[src/sv/sms_pkg.sv]
`timescale 1ns / 1ps
// sms_pkg: shared widths, codes, sequencer states and control structs
// for the sorted matrix search block; no dependencies

package sms_pkg;

	// fixed field widths
	localparam int DATA_W    = 32;
	localparam int ROW_IDX_W = 6;
	localparam int COL_IDX_W = 6;
	localparam int CFG_W     = 7;
	localparam int CFG_IDX_W = 1;

	// default store geometry
	localparam int DEF_MAX_ROWS    = 64;
	localparam int DEF_MAX_COLUMNS = 64;

	// configuration register indexes
	localparam logic [CFG_IDX_W-1:0] REG_ROWS_IN_USE    = 1'b0;
	localparam logic [CFG_IDX_W-1:0] REG_COLUMNS_IN_USE = 1'b1;

	// command codes
	localparam logic CMD_WRITE  = 1'b0;
	localparam logic CMD_SEARCH = 1'b1;

	// reset value of both size registers
	localparam logic [CFG_W-1:0] CFG_RESET = 7'd1;

	// search sequencer states
	typedef enum logic [2:0] {
		S_IDLE,
		S_START,
		S_RPROBE,
		S_RCMP,
		S_CPROBE,
		S_CCMP,
		S_FINISH
	} state_t;

	// sequencer to bisection unit
	typedef struct packed {
		logic load;   // lo = 0, hi = bound
		logic step;   // narrow the interval by the last compare
	} probe_ctl_t;

	// bisection unit to sequencer
	typedef struct packed {
		logic open;   // interval not empty
		logic hit;    // probed element equals target
		logic less;   // probed element below target
	} probe_stat_t;

endpackage

[src/sv/sms_probe_unit.sv]
`timescale 1ns / 1ps
// sms_probe_unit: shared bisection unit, half-open bounds, midpoint and
// the signed 32-bit compare used by both search phases; uses sms_pkg

module sms_probe_unit #(
	parameter int IW = 7
) (
	input  logic                         clk,
	input  logic                         arst_n,
	input  sms_pkg::probe_ctl_t          ctl,
	input  logic [IW-1:0]                bound,
	input  logic signed [sms_pkg::DATA_W-1:0] rd_data,
	input  logic signed [sms_pkg::DATA_W-1:0] target,
	output sms_pkg::probe_stat_t         stat,
	output logic [IW-1:0]                mid,
	output logic [IW-1:0]                lo
);
	import sms_pkg::*;

	logic [IW-1:0] lo_q;
	logic [IW-1:0] hi_q;
	logic [IW:0]   sum_w;

	// midpoint of the inclusive range [lo, hi-1], rounded down
	assign sum_w = {1'b0, lo_q} + {1'b0, hi_q} - (IW+1)'(1);
	assign mid   = sum_w[IW:1];
	assign lo    = lo_q;

	// compare of the probed element against the target
	assign stat.open = (lo_q < hi_q);
	assign stat.hit  = (rd_data == target);
	assign stat.less = (rd_data < target);

	// bounds update
	always_ff @(posedge clk or negedge arst_n) begin
		if (!arst_n) begin
			lo_q <= '0;
			hi_q <= '0;
		end else if (ctl.load) begin
			lo_q <= '0;
			hi_q <= bound;
		end else if (ctl.step) begin
			if (stat.less) begin
				lo_q <= mid + IW'(1);
			end else begin
				hi_q <= mid;
			end
		end
	end

	// bounds stay ordered
	a_bounds_ordered: assert property (@(posedge clk) disable iff (!arst_n)
		lo_q <= hi_q)
		else $error("bisection bounds crossed");

	// a step always shrinks a non-empty interval
	a_step_shrinks: assert property (@(posedge clk) disable iff (!arst_n)
		ctl.step && !ctl.load && stat.open |=> (hi_q - lo_q) < $past(hi_q - lo_q))
		else $error("bisection step did not shrink the interval");

	// load never comes together with a step
	a_ctl_exclusive: assert property (@(posedge clk) disable iff (!arst_n)
		!(ctl.load && ctl.step))
		else $error("bisection load and step at once");

endmodule

[config.mk]
export PLATFORM = sky130hd
export DESIGN_NAME = sms_probe_unit
export DESIGN_NICKNAME = d
export VERILOG_FILES = /design/src/sv/sms_pkg.sv /design/src/sv/sms_probe_unit.sv
export SDC_FILE = /design/constraint.sdc
export NUM_CORES = 1
export LEC_CHECK = 0
export ABC_AREA = 0
export BUFFER_PORTS_ARGS = -buffer_cell sky130_fd_sc_hd__buf_2
export CAP_MARGIN = 20
export CELL_PAD_IN_SITES_DETAIL_PLACEMENT = 1
export CELL_PAD_IN_SITES_GLOBAL_PLACEMENT = 1
export CORE_MARGIN = 3
export CORE_UTILIZATION = 37
export CTS_CLUSTER_SIZE = 30
export DETAILED_ROUTE_END_ITERATION = 10
export GPL_ROUTABILITY_DRIVEN = 0
export HOLD_SLACK_MARGIN = 0.1
export MAX_ROUTING_LAYER = met4
export PLACE_DENSITY = 0.94
export SYNTH_ARGS = -nofsm -noshare
export SYNTH_HDL_FRONTEND = slang
export SYNTH_SLANG_ARGS = --single-unit
[constraint.sdc]
create_clock -name clk -period 7.65 [get_ports clk]
set_input_delay 0.3825 -clock clk [delete_from_list [all_inputs] [get_ports clk]]
set_output_delay 0.3825 -clock clk [all_outputs]
set_load 0.02 [all_outputs]
==> qor.yml <==
static-leakage-power_nw: 1.57
r2r-end: "lo[5]"
h-tree-depth: 1
crit_end: "mid[6]"
synth_cell_types: 45
area_growth_syn_to_layout_pct: 27.0
setup_viol: 0
cts.sinks: 14
r2r_slack_ps: 4770
synth.net_count: 377
worst_slew_pin_slew_ps: 563
cts.clk_slew.worst_paths_ps: 60
rows: 26
worstSetupPathType: "flop to output port"
post_cts_resize_count: 0
critPathArrivalTime_ps: 2840
final-max-slew-violation-count: 0
fp.dieW_um: 81.4
grt_pass1_vias: 2408
fin_crit_sh_pct: 42.1
cts_root_buf: "clkbuf_8"
clkLatencyLatePin_ps: 250
combPwrFrac_pct: 82.6
dp_hpwl_um: 5760
grtUsageTotal_pct: 21.6
p_int_w: 0.000502
drt-wirelength-per-cell_um: 15.8
seqPwrFrac_pct: 11.0
powerDensity_nw_per_um2: 429
min_from: "bound[2]"
finalCriticalPeriod_ps: 3220
die_h_um: 81.4
maxCapViolCount: 0
post-route-drc-count: 0
syn_area_um2: 2100
p_clk_share_pct: 6.4
coreArea_um2: 5300
routed_wl_um: 6500
yosys_register_bits: 14
die-area_um2: 6620
cts_buffers: 3
grt_overflow_total: 0
ios: 92
antenna_found_initial: 0
synthCells: 250
outcome: "finished, final reports clean"
cts_hold_buffers: 1
setup_tns_ps: 0
grt_pass1_wl_um: 10700
rsz0062_at_grt: "no"
grt_max_degree: 22
ant_nets: 0
skew_ps: 1.30
p_sw_w: 0.000643
cp-end-kind: "output port"
clock_path_buffers: 2
r2r-start: "lo[1]"
required_ps: 7270
max_freq_ghz: 0.310
swShare_pct: 56.1
cts_tree: "built"
postCtsSetupRepairBufs: 0
final_layout_size_suffix_gt1_share_pct: 32.5
start_kind: "flop"
ys_warn_count: 0
worstSetupStartpoint: "lo[1]"
place.port_buffers: 91
vdd_drop_max_mv: 0.357
avgViaCountPerCell: 5.14
vias: 2118
initial_core_util_pct: 39.6
antenna_cells: 0
cp_max_fo: 4
drt-initial-drc-count: 30
ys_seq_area_share_pct: 16.7
fin_nets: 470
fillers: 698
slew-limit-headroom_pct: 62.2
avgSynthCellArea_um2: 8.40
firstDrtPassIters: 4
hold_violations: 0
r2r_cells: 11
holdWs_ps: 344
final_util_pct: 50.3
hold_path.class: "input pin to flop"
==> cells in the mapped netlist, drive strengths merged <==
cell / number / area, um^2
o21bai: 4 / 30.0
xnor2: 6 / 52.6
and4: 2 / 18.8
o21ai: 13 / 65.1
ha: 51 / 638
a221o: 2 / 20.0
a311oi: 4 / 35.0
a21boi: 1 / 7.51
nand4: 4 / 25.0
a22oi: 1 / 7.51
nor2b: 1 / 6.26
xor2: 3 / 26.3
nand4b: 1 / 15.0
nand2b: 1 / 6.26
or3: 1 / 6.26
a21oi: 25 / 140
o211ai: 2 / 28.8
a21o: 6 / 46.3
o31a: 1 / 17.5
o21ba: 1 / 10.0
inv: 59 / 224
nor4: 3 / 25.0
o21a: 1 / 15.0
nand3: 5 / 25.0
clkbuf: 3 / 21.3
dfrtp: 14 / 350
or2: 1 / 6.26
and3: 2 / 12.5
buf: 1 / 20.0
mux2i: 7 / 70.1
a211oi: 2 / 20.0
nor2: 4 / 15.0
fa: 1 / 20.0
nand2: 14 / 52.6
and2: 3 / 21.3
==> metal layers <==
layer  share of wire, %  wire length (um)  GRT usage (%)  up-vias
li1                   -                 -              -     1040
met1                 40              2570           21.8     1001
met2                 54              3480           41.7       58
met3                3.4               221           1.88       19
met4                3.4               224           9.12        0
met5                  0                 0              -        -
==> layout by cell type, fill, tap and decap left out, types with 5 or more instances in the layout <==
cell / instances
a21o_1: 5
a21oi_1: 21
buf_2: 91
dfrtp_1: 14
ha_1: 51
inv_1: 58
mux2i_1: 7
nand2_1: 14
nand3_1: 5
o21ai_0: 7
o21ai_1: 6
xnor2_1: 6
==> power groups by stage <==
| stage | registers, W | logic [W] | clock network, W |
|---|---|---|---|
| after floorplan | 0.000134 | 0.000649 | 0 |
| after detailed placement | 0.000127 | 0.000940 | 0 |
| after global placement | 0.000123 | 0.000883 | 0 |
| after CTS | 0.000126 | 0.000951 | 0.0000746 |
| after global routing | 0.000131 | 0.00105 | 0.0000780 |
| final | 0.000126 | 0.000946 | 0.0000736 |
==> how the worst min path moves through the flow <==
stage | cells past startpoint | slack, ps | endpoint
CTS | 3 | 340 | hi_q[2]
detailed placement | 1 | 300 | lo[2]
finish | 3 | 340 | hi_q[2]
floorplan | 0 | 90 | hi_q[0]
global placement | 1 | 300 | hi_q[6]
global route | 3 | 350 | hi_q[2]
==> sequential cells by signal, summed over array words and instances (netlist names) <==
signal and flops:
lo 7, hi_q 7
==> critical path, cell delays in order, from the launching register on <==
cell	delay (ps)
dfrtp_1	390
inv_1	60
ha_1	280
inv_1	50
ha_1	230
fa_1	410
a21o_1	180
a21oi_1	250
o21bai_1	90
a21oi_1	180
xnor2_1	220
buf_2	240
==> cell families after synthesis <==
| kind of cell | synth area share [%] |
|---|---|
| mux | 3.34 |
| buf+inv | 12.6 |
| fa+ha+maj | 31.3 |
| compound gates | 21.1 |
| xor+xnor | 3.75 |
| flops | 16.7 |
| simple gates | 11.2 |
==> layout make-up <==
class	instances	area, um^2	share of cell area, %
clock buffer	4	55.1	2.06
inverter	59	224	8.40
multi-input combinational	173	1490	55.7
sequential	14	350	13.1
tap	70	87.6	3.28
timing repair buffer	92	465	17.4
==> metrics by stage <==
step                      setup slack (ps)  instances  power [W]  instance area, um^2
after global routing                  4210        412    0.00126                 2670
after floorplan                       4710        250   0.000783                 2100
after global placement                4820        407    0.00101                 2600
after CTS                             4390        412    0.00115                 2670
after detailed placement              4650        407    0.00107                 2600
final                                 4430        412    0.00115                 2670
Power figures use the tool's default switching activity.
